`config.mk`:
```
export PLATFORM = sky130hd
export DESIGN_NAME = i2t_thermal_accel_limiter_core
export DESIGN_NICKNAME = d
export VERILOG_FILES = /design/src/i2t_pkg.sv /design/src/i2t_div.sv /design/src/i2t_thermal_accel_limiter_core.sv
export VERILOG_INCLUDE_DIRS = /design/src /design/src/src
export SDC_FILE = /design/constraint.sdc
export NUM_CORES = 2
export LEC_CHECK = 0
export BUFFER_PORTS_ARGS = -buffer_cell sky130_fd_sc_hd__buf_2
export CORE_ASPECT_RATIO = 0.6
export CORE_MARGIN = 2
export CORE_UTILIZATION = 48
export CTS_CLUSTER_DIAMETER = 50
export DETAILED_ROUTE_END_ITERATION = 10
export MAX_ROUTING_LAYER = met4
export PLACE_DENSITY = 0.71
export SYNTH_ARGS = -nofsm -noshare
export SYNTH_HDL_FRONTEND = slang
export SYNTH_SLANG_ARGS = --single-unit
```
`constraint.sdc`:
```
create_clock -name clk -period 8.25 [get_ports clk]
set_clock_uncertainty 0.05 [all_clocks]
set_input_delay 0.4125 -clock clk [delete_from_list [all_inputs] [get_ports clk]]
set_output_delay 0.4125 -clock clk [all_outputs]
set_load 0.005 [all_outputs]
```
`src/assert_macros.svh`:
```
// ----------------------------------------------------------------------------
// assert_macros.svh
// Clocked assertion macros; the using module provides clk and arst_n.
// ----------------------------------------------------------------------------
`ifndef ASSERT_MACROS_SVH
`define ASSERT_MACROS_SVH

// Checked only out of reset
`define I2T_ASSERT(label, prop, msg) \
	label: assert property (@(posedge clk) disable iff (!arst_n) prop) \
		else $error(msg);

// Checked at every edge, reset included
`define I2T_ASSERT_ALWAYS(label, prop, msg) \
	label: assert property (@(posedge clk) prop) \
		else $error(msg);

`endif

```
`src/i2t_pkg.sv`:
```
// ----------------------------------------------------------------------------
// i2t_pkg
// Shared types and constants of the I2T acceleration limiter.
// ----------------------------------------------------------------------------
`default_nettype none

package i2t_pkg;

	localparam int SAMPLE_BITS = 16;
	localparam int ENERGY_BITS = 48;

	localparam int SCALE_W = 16;
	localparam int WIN_W   = 13;
	localparam int THR_W   = 48;
	localparam int LIM_W   = 16;
	localparam int CNT_W   = 32;
	localparam int DUTY_W  = 17;

	localparam int CFG_DATA_W = 48;
	localparam int CFG_IDX_W  = 3;

	localparam int INST_W  = 2 * SAMPLE_BITS + 8;
	localparam int SUM_W   = ((INST_W > ENERGY_BITS) ? INST_W : ENERGY_BITS) + 1;
	localparam int CMP_W   = ((ENERGY_BITS > THR_W) ? ENERGY_BITS : THR_W) + 4;
	localparam int RC60_W  = CNT_W + 6;

	// shared divider: 48-bit dividend covers the duty numerator
	localparam int DIV_W     = (ENERGY_BITS > CNT_W + 16) ? ENERGY_BITS : CNT_W + 16;
	localparam int DVS_W     = CNT_W;
	localparam int DIV_CNT_W = $clog2(DIV_W + 1);

	// limit scaling: floor(L*k/100) = (L * k*ceil(2^31/100)) >> 31, exact for L < 2^16
	localparam int          SCL_SHIFT = 31;
	localparam int          PROD_W    = LIM_W + 32;
	localparam logic [31:0] C_SHRINK  = 32'd2104534026;
	localparam logic [31:0] C_GROW    = 32'd2168958537;

	localparam logic [WIN_W-1:0] N_MIN         = WIN_W'(2);
	localparam logic [WIN_W-1:0] N_MAX         = WIN_W'(4096);
	localparam logic [CNT_W-1:0] LONG_PERIOD   = CNT_W'(30000);
	localparam logic [CNT_W-1:0] FIRST_PERIOD  = CNT_W'(1000);
	localparam logic [DUTY_W-1:0] DUTY_ONE     = DUTY_W'(65536);

	localparam logic [SCALE_W-1:0] SCALE_RST = SCALE_W'(256);
	localparam logic [WIN_W-1:0]   WIN_RST   = WIN_W'(1024);
	localparam logic [THR_W-1:0]   THR_RST   = THR_W'(64'd1099511627776);
	localparam logic [LIM_W-1:0]   MAX_RST   = LIM_W'(65535);
	localparam logic [LIM_W-1:0]   FLOOR_RST = LIM_W'(32768);
	localparam logic [LIM_W-1:0]   LOW_RST   = LIM_W'(32768);

	typedef enum logic [CFG_IDX_W-1:0] {
		REG_ENERGY_SCALE  = 3'd0,
		REG_WINDOW_LENGTH = 3'd1,
		REG_RMS_THRESHOLD = 3'd2,
		REG_LIMIT_MAX     = 3'd3,
		REG_LIMIT_FLOOR   = 3'd4,
		REG_LIMIT_LOW     = 3'd5
	} i2t_reg_t;

	typedef enum logic [4:0] {
		ST_IDLE,
		ST_MUL1,
		ST_MUL2,
		ST_DWAIT,
		ST_ACCUM,
		ST_CHECK,
		ST_LCMP,
		ST_ENTER,
		ST_ENT_DUTY,
		ST_SHR_MUL,
		ST_SHR_SET,
		ST_EXP_CHK,
		ST_EXP_MUL1,
		ST_EXP_SET1,
		ST_EXP_DUTY,
		ST_EXP_FIN,
		ST_EXP_MUL2,
		ST_EXP_SET2,
		ST_DONE
	} i2t_state_t;

	typedef struct packed {
		logic busy;
		logic rem_nz;
	} i2t_div_stat_t;

endpackage

`default_nettype wire

```
`src/i2t_div.sv`:
```
// ----------------------------------------------------------------------------
// i2t_div
// Restoring divider, one quotient bit per cycle, shared by decay and duty.
// ----------------------------------------------------------------------------
`default_nettype none
`include "assert_macros.svh"

module i2t_div (
	input  wire logic                      clk,
	input  wire logic                      arst_n,
	input  wire logic                      start,
	input  wire logic [i2t_pkg::DIV_W-1:0] dividend,
	input  wire logic [i2t_pkg::DVS_W-1:0] divisor,
	output logic      [i2t_pkg::DIV_W-1:0] quotient,
	output i2t_pkg::i2t_div_stat_t         stat
);
	import i2t_pkg::*;

	logic [DIV_W-1:0]     quo_q;
	logic [DVS_W-1:0]     rem_q;
	logic [DVS_W-1:0]     dvs_q;
	logic [DIV_CNT_W-1:0] cnt_q;
	logic [DVS_W:0]       rem_sh;
	logic [DVS_W:0]       rem_sub;
	logic                 ge;

	assign rem_sh  = {rem_q, quo_q[DIV_W-1]};
	assign ge      = rem_sh >= {1'b0, dvs_q};
	assign rem_sub = rem_sh - {1'b0, dvs_q};

	always_ff @(posedge clk or negedge arst_n) begin
		if (!arst_n) begin
			cnt_q <= '0;
		end else if (start) begin
			cnt_q <= DIV_CNT_W'(DIV_W);
		end else if (cnt_q != '0) begin
			cnt_q <= cnt_q - 1'b1;
		end
	end

	always_ff @(posedge clk) begin
		if (start) begin
			quo_q <= dividend;
			rem_q <= '0;
			dvs_q <= divisor;
		end else if (cnt_q != '0) begin
			quo_q <= {quo_q[DIV_W-2:0], ge};
			rem_q <= ge ? rem_sub[DVS_W-1:0] : rem_sh[DVS_W-1:0];
		end
	end

	assign quotient    = quo_q;
	assign stat.busy   = cnt_q != '0;
	assign stat.rem_nz = rem_q != '0;

	`I2T_ASSERT(a_start_sets_busy, start |=> stat.busy, "divider did not start")
	`I2T_ASSERT(a_idle_stays, !stat.busy && !start |=> !stat.busy, "divider busy unprompted")
	`I2T_ASSERT(a_full_run, $fell(stat.busy) |-> $past(cnt_q) == DIV_CNT_W'(1), "short division")

endmodule

`default_nettype wire

```
`src/i2t_thermal_accel_limiter_core.sv`:
```
// ----------------------------------------------------------------------------
// i2t_thermal_accel_limiter_core
// Leaky I2T energy accumulator with limited-mode acceleration limiting.
// ----------------------------------------------------------------------------
// One acceleration sample per transaction; one result per sample. Every
// sample passes through the shared restoring divider for the decay E/N, and a
// sample that also measures a duty cycle (entry to limited mode, or end of a
// period in normal mode) passes through it again for the duty ratio. The
// divider resolves one quotient bit per cycle over 48 bits. in_ready is high
// only while no sample is in work; a finished result sits in the output
// register and does not block the next sample. No clearing pass after reset.
// ----------------------------------------------------------------------------
`default_nettype none
`include "assert_macros.svh"

module i2t_thermal_accel_limiter_core (
	input  wire logic                                  clk,
	input  wire logic                                  arst_n,
	input  wire logic                                  cfg_wr_en,
	input  wire logic [i2t_pkg::CFG_IDX_W-1:0]         cfg_index,
	input  wire logic [i2t_pkg::CFG_DATA_W-1:0]        cfg_data,
	input  wire logic                                  in_valid,
	output logic                                       in_ready,
	input  wire logic signed [i2t_pkg::SAMPLE_BITS-1:0] acceleration,
	output logic                                       out_valid,
	input  wire logic                                  out_ready,
	output logic [i2t_pkg::ENERGY_BITS-1:0]            energy_level,
	output logic [i2t_pkg::LIM_W-1:0]                  accel_limit,
	output logic                                       limited_mode,
	output logic [i2t_pkg::DUTY_W-1:0]                 duty_ratio
);
	import i2t_pkg::*;

	// configuration
	logic [SCALE_W-1:0] energy_scale_q;
	logic [WIN_W-1:0]   window_length_q;
	logic [THR_W-1:0]   rms_threshold_q;
	logic [LIM_W-1:0]   limit_max_q;
	logic [LIM_W-1:0]   limit_floor_q;
	logic [LIM_W-1:0]   limit_low_q;

	// limiter state
	i2t_state_t             state_q, state_d;
	logic [ENERGY_BITS-1:0] energy_q;
	logic                   limited_flag_q;
	logic [LIM_W-1:0]       active_limit_q;
	logic [LIM_W-1:0]       normal_limit_q;
	logic [CNT_W-1:0]       period_count_q;
	logic [CNT_W-1:0]       recovery_count_q;
	logic [CNT_W-1:0]       period_limit_q;
	logic [DUTY_W-1:0]      duty_value_q;

	// work registers
	logic [SAMPLE_BITS-1:0]     sample_q;
	logic [2*SAMPLE_BITS-1:0]   prod1_q;
	logic [2*SAMPLE_BITS+15:0]  prod2_q;
	logic [ENERGY_BITS-1:0]     decayed_q;
	logic [PROD_W-1:0]          prod3_q;
	logic [CMP_W-1:0]           e10_q;
	logic [CMP_W-1:0]           t9_q;
	logic                       shrink_q;

	// result register
	logic                   out_valid_q;
	logic [ENERGY_BITS-1:0] energy_out_q;
	logic [LIM_W-1:0]       limit_out_q;
	logic                   limited_out_q;
	logic [DUTY_W-1:0]      duty_out_q;

	// divider
	logic                div_start;
	logic                div_sel_duty;
	logic [DIV_W-1:0]    div_dividend;
	logic [DVS_W-1:0]    div_divisor;
	logic [DIV_W-1:0]    div_quo;
	i2t_div_stat_t       div_stat;

	logic                   accept;
	logic                   out_load;
	logic [SAMPLE_BITS-1:0] mag;
	logic [WIN_W-1:0]       n_eff;
	logic [INST_W-1:0]      inst;
	logic [SUM_W-1:0]       sum;
	logic [ENERGY_BITS-1:0] energy_nxt;
	logic                   over_thr;
	logic                   duty_zero;
	logic [RC60_W-1:0]      rc60;
	logic                   shrink_c;
	logic [LIM_W-1:0]       low_eff;
	logic [LIM_W:0]         scaled;
	logic [LIM_W-1:0]       clamped;

	always_ff @(posedge clk or negedge arst_n) begin
		if (!arst_n) begin
			energy_scale_q  <= SCALE_RST;
			window_length_q <= WIN_RST;
			rms_threshold_q <= THR_RST;
			limit_max_q     <= MAX_RST;
			limit_floor_q   <= FLOOR_RST;
			limit_low_q     <= LOW_RST;
		end else if (cfg_wr_en) begin
			case (cfg_index)
				REG_ENERGY_SCALE:  energy_scale_q  <= cfg_data[SCALE_W-1:0];
				REG_WINDOW_LENGTH: window_length_q <= cfg_data[WIN_W-1:0];
				REG_RMS_THRESHOLD: rms_threshold_q <= cfg_data[THR_W-1:0];
				REG_LIMIT_MAX:     limit_max_q     <= cfg_data[LIM_W-1:0];
				REG_LIMIT_FLOOR:   limit_floor_q   <= cfg_data[LIM_W-1:0];
				REG_LIMIT_LOW:     limit_low_q     <= cfg_data[LIM_W-1:0];
				default: ;
			endcase
		end
	end

	assign accept = in_valid && in_ready;
	assign mag    = sample_q[SAMPLE_BITS-1] ? (~sample_q + 1'b1) : sample_q;
	assign inst   = prod2_q[2*SAMPLE_BITS+15:8];
	assign sum    = SUM_W'(decayed_q) + SUM_W'(inst);
	assign energy_nxt = (sum[SUM_W-1:ENERGY_BITS] != '0) ? '1 : sum[ENERGY_BITS-1:0];

	always_comb begin
		if (window_length_q < N_MIN) begin
			n_eff = N_MIN;
		end else if (window_length_q > N_MAX) begin
			n_eff = N_MAX;
		end else begin
			n_eff = window_length_q;
		end
	end

	assign over_thr  = CMP_W'(energy_q) > CMP_W'(rms_threshold_q);
	assign duty_zero = (period_count_q == '0) || (recovery_count_q > period_count_q);
	assign rc60      = (RC60_W'(recovery_count_q) << 6) - (RC60_W'(recovery_count_q) << 2);
	assign shrink_c  = (recovery_count_q > period_count_q) || (RC60_W'(period_count_q) < rc60);
	assign low_eff   = (limit_low_q > limit_floor_q) ? limit_low_q : limit_floor_q;
	assign scaled    = prod3_q[SCL_SHIFT+LIM_W:SCL_SHIFT];

	always_comb begin
		if (scaled > (LIM_W+1)'(limit_max_q)) begin
			clamped = limit_max_q;
		end else if (scaled < (LIM_W+1)'(limit_floor_q)) begin
			clamped = limit_floor_q;
		end else begin
			clamped = scaled[LIM_W-1:0];
		end
	end

	assign div_dividend = div_sel_duty
		? DIV_W'({period_count_q - recovery_count_q, 16'b0})
		: DIV_W'(energy_q);
	assign div_divisor  = div_sel_duty ? period_count_q : DVS_W'(n_eff);

	i2t_div u_div (
		.clk      (clk),
		.arst_n   (arst_n),
		.start    (div_start),
		.dividend (div_dividend),
		.divisor  (div_divisor),
		.quotient (div_quo),
		.stat     (div_stat)
	);

	// next state
	always_comb begin
		state_d = state_q;
		case (state_q)
			ST_IDLE:     if (accept) state_d = ST_MUL1;
			ST_MUL1:     state_d = ST_MUL2;
			ST_MUL2:     state_d = ST_DWAIT;
			ST_DWAIT:    if (!div_stat.busy) state_d = ST_ACCUM;
			ST_ACCUM:    state_d = ST_CHECK;
			ST_CHECK: begin
				if (limited_flag_q) begin
					state_d = ST_LCMP;
				end else if (over_thr) begin
					state_d = ST_ENTER;
				end else begin
					state_d = ST_EXP_CHK;
				end
			end
			ST_LCMP:     state_d = ST_DONE;
			ST_ENTER: begin
				if (!duty_zero) begin
					state_d = ST_ENT_DUTY;
				end else if (shrink_c) begin
					state_d = ST_SHR_MUL;
				end else begin
					state_d = ST_EXP_CHK;
				end
			end
			ST_ENT_DUTY: begin
				if (!div_stat.busy) begin
					state_d = shrink_q ? ST_SHR_MUL : ST_EXP_CHK;
				end
			end
			ST_SHR_MUL:  state_d = ST_SHR_SET;
			ST_SHR_SET:  state_d = ST_EXP_CHK;
			ST_EXP_CHK:  state_d = (period_limit_q <= period_count_q) ? ST_EXP_MUL1 : ST_DONE;
			ST_EXP_MUL1: state_d = ST_EXP_SET1;
			ST_EXP_SET1: state_d = duty_zero ? ST_EXP_FIN : ST_EXP_DUTY;
			ST_EXP_DUTY: if (!div_stat.busy) state_d = ST_EXP_FIN;
			ST_EXP_FIN:  state_d = ST_EXP_MUL2;
			ST_EXP_MUL2: state_d = ST_EXP_SET2;
			ST_EXP_SET2: state_d = ST_DONE;
			ST_DONE:     if (!out_valid_q || out_ready) state_d = ST_IDLE;
			default:     state_d = ST_IDLE;
		endcase
	end

	// control outputs
	always_comb begin
		in_ready     = 1'b0;
		div_start    = 1'b0;
		div_sel_duty = 1'b0;
		out_load     = 1'b0;
		case (state_q)
			ST_IDLE: begin
				in_ready  = 1'b1;
				div_start = in_valid;
			end
			ST_ENTER, ST_EXP_SET1: begin
				div_sel_duty = 1'b1;
				div_start    = !duty_zero;
			end
			ST_DONE:     out_load = !out_valid_q || out_ready;
			default: ;
		endcase
	end

	always_ff @(posedge clk or negedge arst_n) begin
		if (!arst_n) begin
			state_q          <= ST_IDLE;
			energy_q         <= '0;
			limited_flag_q   <= 1'b0;
			active_limit_q   <= MAX_RST;
			normal_limit_q   <= MAX_RST;
			period_count_q   <= '0;
			recovery_count_q <= '0;
			period_limit_q   <= FIRST_PERIOD;
			duty_value_q     <= DUTY_ONE;
		end else begin
			state_q <= state_d;
			case (state_q)
				ST_ACCUM: begin
					energy_q       <= energy_nxt;
					period_count_q <= period_count_q + 1'b1;
				end
				ST_CHECK: begin
					if (limited_flag_q) begin
						recovery_count_q <= recovery_count_q + 1'b1;
					end
				end
				ST_LCMP: begin
					if (e10_q < t9_q) begin
						active_limit_q <= normal_limit_q;
						limited_flag_q <= 1'b0;
						period_limit_q <= (recovery_count_q << 7) - (recovery_count_q << 3);
					end
				end
				ST_ENTER: begin
					active_limit_q   <= low_eff;
					limited_flag_q   <= 1'b1;
					period_count_q   <= '0;
					recovery_count_q <= '0;
					if (duty_zero) begin
						duty_value_q <= '0;
					end
				end
				ST_ENT_DUTY: begin
					if (!div_stat.busy) begin
						duty_value_q <= div_quo[DUTY_W-1:0];
					end
				end
				ST_SHR_SET, ST_EXP_SET2: normal_limit_q <= clamped;
				ST_EXP_SET1: begin
					normal_limit_q <= clamped;
					if (duty_zero) begin
						duty_value_q <= '0;
					end
				end
				ST_EXP_DUTY: begin
					if (!div_stat.busy) begin
						duty_value_q <= div_quo[DUTY_W-1:0];
					end
				end
				ST_EXP_FIN: begin
					period_count_q   <= '0;
					recovery_count_q <= '0;
					period_limit_q   <= LONG_PERIOD;
				end
				default: ;
			endcase
		end
	end

	always_ff @(posedge clk) begin
		if (accept) begin
			sample_q <= $unsigned(acceleration);
		end
		case (state_q)
			ST_MUL1:  prod1_q <= (2*SAMPLE_BITS)'(mag) * (2*SAMPLE_BITS)'(mag);
			ST_MUL2:  prod2_q <= (2*SAMPLE_BITS+16)'(prod1_q)
				* (2*SAMPLE_BITS+16)'(energy_scale_q);
			ST_DWAIT: decayed_q <= energy_q - div_quo[ENERGY_BITS-1:0]
				- ENERGY_BITS'(div_stat.rem_nz);
			ST_CHECK: begin
				e10_q <= (CMP_W'(energy_q) << 3) + (CMP_W'(energy_q) << 1);
				t9_q  <= (CMP_W'(rms_threshold_q) << 3) + CMP_W'(rms_threshold_q);
			end
			ST_ENTER:    shrink_q <= shrink_c;
			ST_SHR_MUL:  prod3_q  <= PROD_W'(normal_limit_q) * PROD_W'(C_SHRINK);
			ST_EXP_MUL1,
			ST_EXP_MUL2: prod3_q  <= PROD_W'(normal_limit_q) * PROD_W'(C_GROW);
			default: ;
		endcase
	end

	// result register
	always_ff @(posedge clk or negedge arst_n) begin
		if (!arst_n) begin
			out_valid_q <= 1'b0;
		end else if (out_load) begin
			out_valid_q <= 1'b1;
		end else if (out_ready) begin
			out_valid_q <= 1'b0;
		end
	end

	always_ff @(posedge clk) begin
		if (out_load) begin
			energy_out_q  <= energy_q;
			limit_out_q   <= active_limit_q;
			limited_out_q <= limited_flag_q;
			duty_out_q    <= duty_value_q;
		end
	end

	assign out_valid    = out_valid_q;
	assign energy_level = energy_out_q;
	assign accel_limit  = limit_out_q;
	assign limited_mode = limited_out_q;
	assign duty_ratio   = duty_out_q;

	`I2T_ASSERT(a_accept_busy, in_valid && in_ready |=> !in_ready, "second sample taken early")
	`I2T_ASSERT(a_div_free, div_start |-> !div_stat.busy, "divider restarted mid-run")
	`I2T_ASSERT(a_exit_point, $fell(limited_flag_q) |-> $past(state_q) == ST_LCMP,
		"limited mode left outside recovery check")
	`I2T_ASSERT_ALWAYS(a_duty_range, duty_value_q <= DUTY_ONE, "duty ratio above one")

endmodule

`default_nettype wire

```
==> reports/metrics.yaml <==
floorplanning:
  row_count: 117
  io_pins: 156
  fp.dieH_um: 323.9
  die_w_um: 537.1
  initial_core_util_pct: 48.28
  coreArea_um2: 169500
  die_area_um2: 173900
setup_path:
  critPathMostFrequentCell: "fa_1"
  start_kind: "register"
  endpoint_kind: "register"
  path_class: "reg -> reg"
  cp_top_family: "adder cells"
  cp_data_required_time_ns: 8.65
  arrival_ns: 8.30
  crit_path_top_delay_cell: "or4_4"
  slowest_delay_ns: 0.57
  path_max_fanout: 4
  crit_buf_inv: 10
global_route:
  grt_pass1_wl_um: 394600
  grt_max_degree: 172
  grt-busiest-layer: "met1"
  grt_use_met1_pct: 46.92
  grt_use_met3_pct: 10.40
  grt_use_met2_pct: 38.57
  grt_util_all_layers_pct: 30.94
  grt-ovfl-total: 0
  first_global_vias: 63440
  antenna_found_initial: 20
cts:
  clock-root-buffer: "clkbuf_16"
  cts_tree: "done"
  clock_sinks: 778
  clock_latency_ns: 0.75
  clkTransAtPathRegs_ns: 0.07
  postCtsSetupRepairBufs: 0
  clock_path_buffers: 3
  cts_buffers: 92
  htree_num_levels: 3
cells_and_area:
  final_cell_mix: "inv_1, ha_1, fa_1, nand2_1, nor2_1"
  fillCellCount: 15110
  multi_input_comb_area_um2: 54540
  seq_area_um2: 21480
  synthToLayoutAreaGrowth_pct: 9.609
  nets: 10610
  drive_gt1_share_pct: 7.773
  mostFrequentLayoutCell: "inv_1"
logic_synthesis:
  synth_compound_area_share_pct: 12.68
  synthArstFlopShare_pct: 42.16
  syn_area_per_cell_um2: 9.663
  yosys.area.top_type: "fa_1"
  yosysSeqAreaShare_pct: 26.24
  synthMuxAreaShare_pct: 1.821
  synth_seq_cells: 778
  synthCells: 8470
  synth_top_area_share_pct: 19.79
  synth_fa_ha_area_share_pct: 35.41
  synth_cell_types: 97
  synth_ff_type: "edfxtp_1"
  yosysWarnings: 0
  synthTopCellsByArea: "fa_1, ha_1, edfxtp_1, dfrtp_1, inv_1"
  synth_edf_count: 418
  synth-xor-area-share_pct: 4.548
  synth_top_family_by_area: "adder cells"
  synth_area_um2: 81850
  yosys.area_share.simple_pct: 11.93
sta:
  hold_violations: 0
  worst_pin_slew_ns: 1.301
  tns_ns: 0
  report.final.slew_viol_count: 0
  period_needed_ns: 7.903
  setup_viol: 0
  rsz0062_at_grt: "no"
  max_slew_margin_pct: 12.44
  fin_crit_sh_pct: 95.80
  max_freq_mhz: 126.5
drt:
  route.antenna.remaining_nets: 0
  routed_wl_um: 260800
  dr.pass1.iters: 6
  route.detailed.drc: 0
  drt_iter0_drc: 7592
  wl_per_cell_um: 23.58
  vias: 64780
  drt-vias-per-instance: 5.857
run:
  drv_cap: 0
hold_path:
  holdCritPathClass: "in -> reg"
placement:
  dp_hpwl_um: 208100
  io_buffer_count: 155
  gp_congestion: 1.048
status:
  outcome: "finished, final reports clean"
## routing by layer
metal / vias up / wire (µm)
li1: 29050 / -
met1: 31890 / 119900
met2: 3464 / 97490
met3: 372 / 36770
met4: 0 / 6638
met5: - / 0
## final timing paths
check / from / endpoint / slack [ns] / cells after the start
min in group asynchronous: arst_n / rms_threshold_q[39]$_DFFE_PN0P_ / 0.18 / 2
worst min register to register: duty_value_q[14]$_DFFE_PN0P_ / duty_ratio[14]$_DFFE_PP_ / 0.37 / 0
worst max register to register: sample_q[3]$_DFFE_PP_ / prod1_q[25]$_DFFE_PP_ / 0.35 / 31
worst min-delay path: cfg_data[9] / rms_threshold_q[9]$_DFFE_PN0P_ / 0.13 / 3
worst max-delay path: sample_q[3]$_DFFE_PP_ / prod1_q[25]$_DFFE_PP_ / 0.35 / 31
max in group asynchronous: arst_n / recovery_count_q[23]$_DFFE_PN0P_ / 5.97 / 4
## tightest hold or removal path: stages
cell and delay [ns]:
buf_2 0.26, nand2_1 0.11, o21ai_0 0.08
## metrics by stage
step                utilization, %  instance area (µm²)  setup WS, ns  hold WS (ns)  std cells
floorplan                        -                81900        0.3146       0.06691       8484
global placement             50.66                85880       0.01577        0.3544      10830
detailed placement           50.66                85880      -0.03714        0.3619      10830
CTS                          52.87                89630       0.06841       0.05730      11050
global route                 52.91                89700      0.008118        0.1193      11060
finish                       52.92                89710        0.3467        0.1286      11060
## flip-flops by register name (all words and copies together), names as in the netlist, 40 cells and up
signal	flops
decayed_q	48
energy_q	48
prod2_q	40
t9_q	52
u_div.quotient	48
energy_level	48
e10_q	51
rms_threshold_q	48
## logic make-up after synthesis
logic type,Yosys count
muxes,141
and+or+nand+nor,2092
other,2
adders and majority gates,1831
xor gates and xnor gates,425
buffers and inverters,1593
AOI/OAI and AO/OA,1608
DFF,778
## cell usage after synthesis (all sizes together), types with 27 or more instances
| cell type | instances |
|---|---|
| ha | 1022 |
| nand4 | 99 |
| a21o | 254 |
| a22oi | 39 |
| a22o | 34 |
| o21ai | 366 |
| nor2 | 456 |
| o211ai | 27 |
| buf | 28 |
| fa | 809 |
| dfxtp | 32 |
| nand2b | 56 |
| nand3 | 153 |
| dfrtp | 268 |
| xnor2 | 277 |
| edfxtp | 418 |
| mux2 | 63 |
| nor4 | 46 |
| mux2i | 78 |
| o21bai | 47 |
| xor2 | 148 |
| inv | 1355 |
| and2 | 197 |
| nand2 | 791 |
| a21oi | 441 |
| nor3 | 99 |
| a211oi | 57 |
| dfstp | 60 |
| nor2b | 64 |
| and3 | 39 |
| o21a | 63 |
| a31oi | 53 |
| clkbuf | 204 |
## layout make-up
type	instances	area share, %
Clock inverter	68	0.9986
Timing Repair Buffer	362	2.761
Multi-Input combinational cell	6113	60.80
Inverter	1361	5.697
Antenna cell	12	0.03347
Sequential cell	778	23.94
Tap cell	2261	3.153
Clock buffer	105	2.621
## what timing repair did
action / 4_1_cts / 5_1_grt
resized for setup: 1 / 12
setup endpoints to repair: 2 / 8
endpoints found under the hold margin: 108 / 0
pin swaps: 0 / 1
hold buffers: 50 / 0
Power is not shown: default switching activity piles up to over one toggle a cycle in this logic, so the estimate is an artifact.
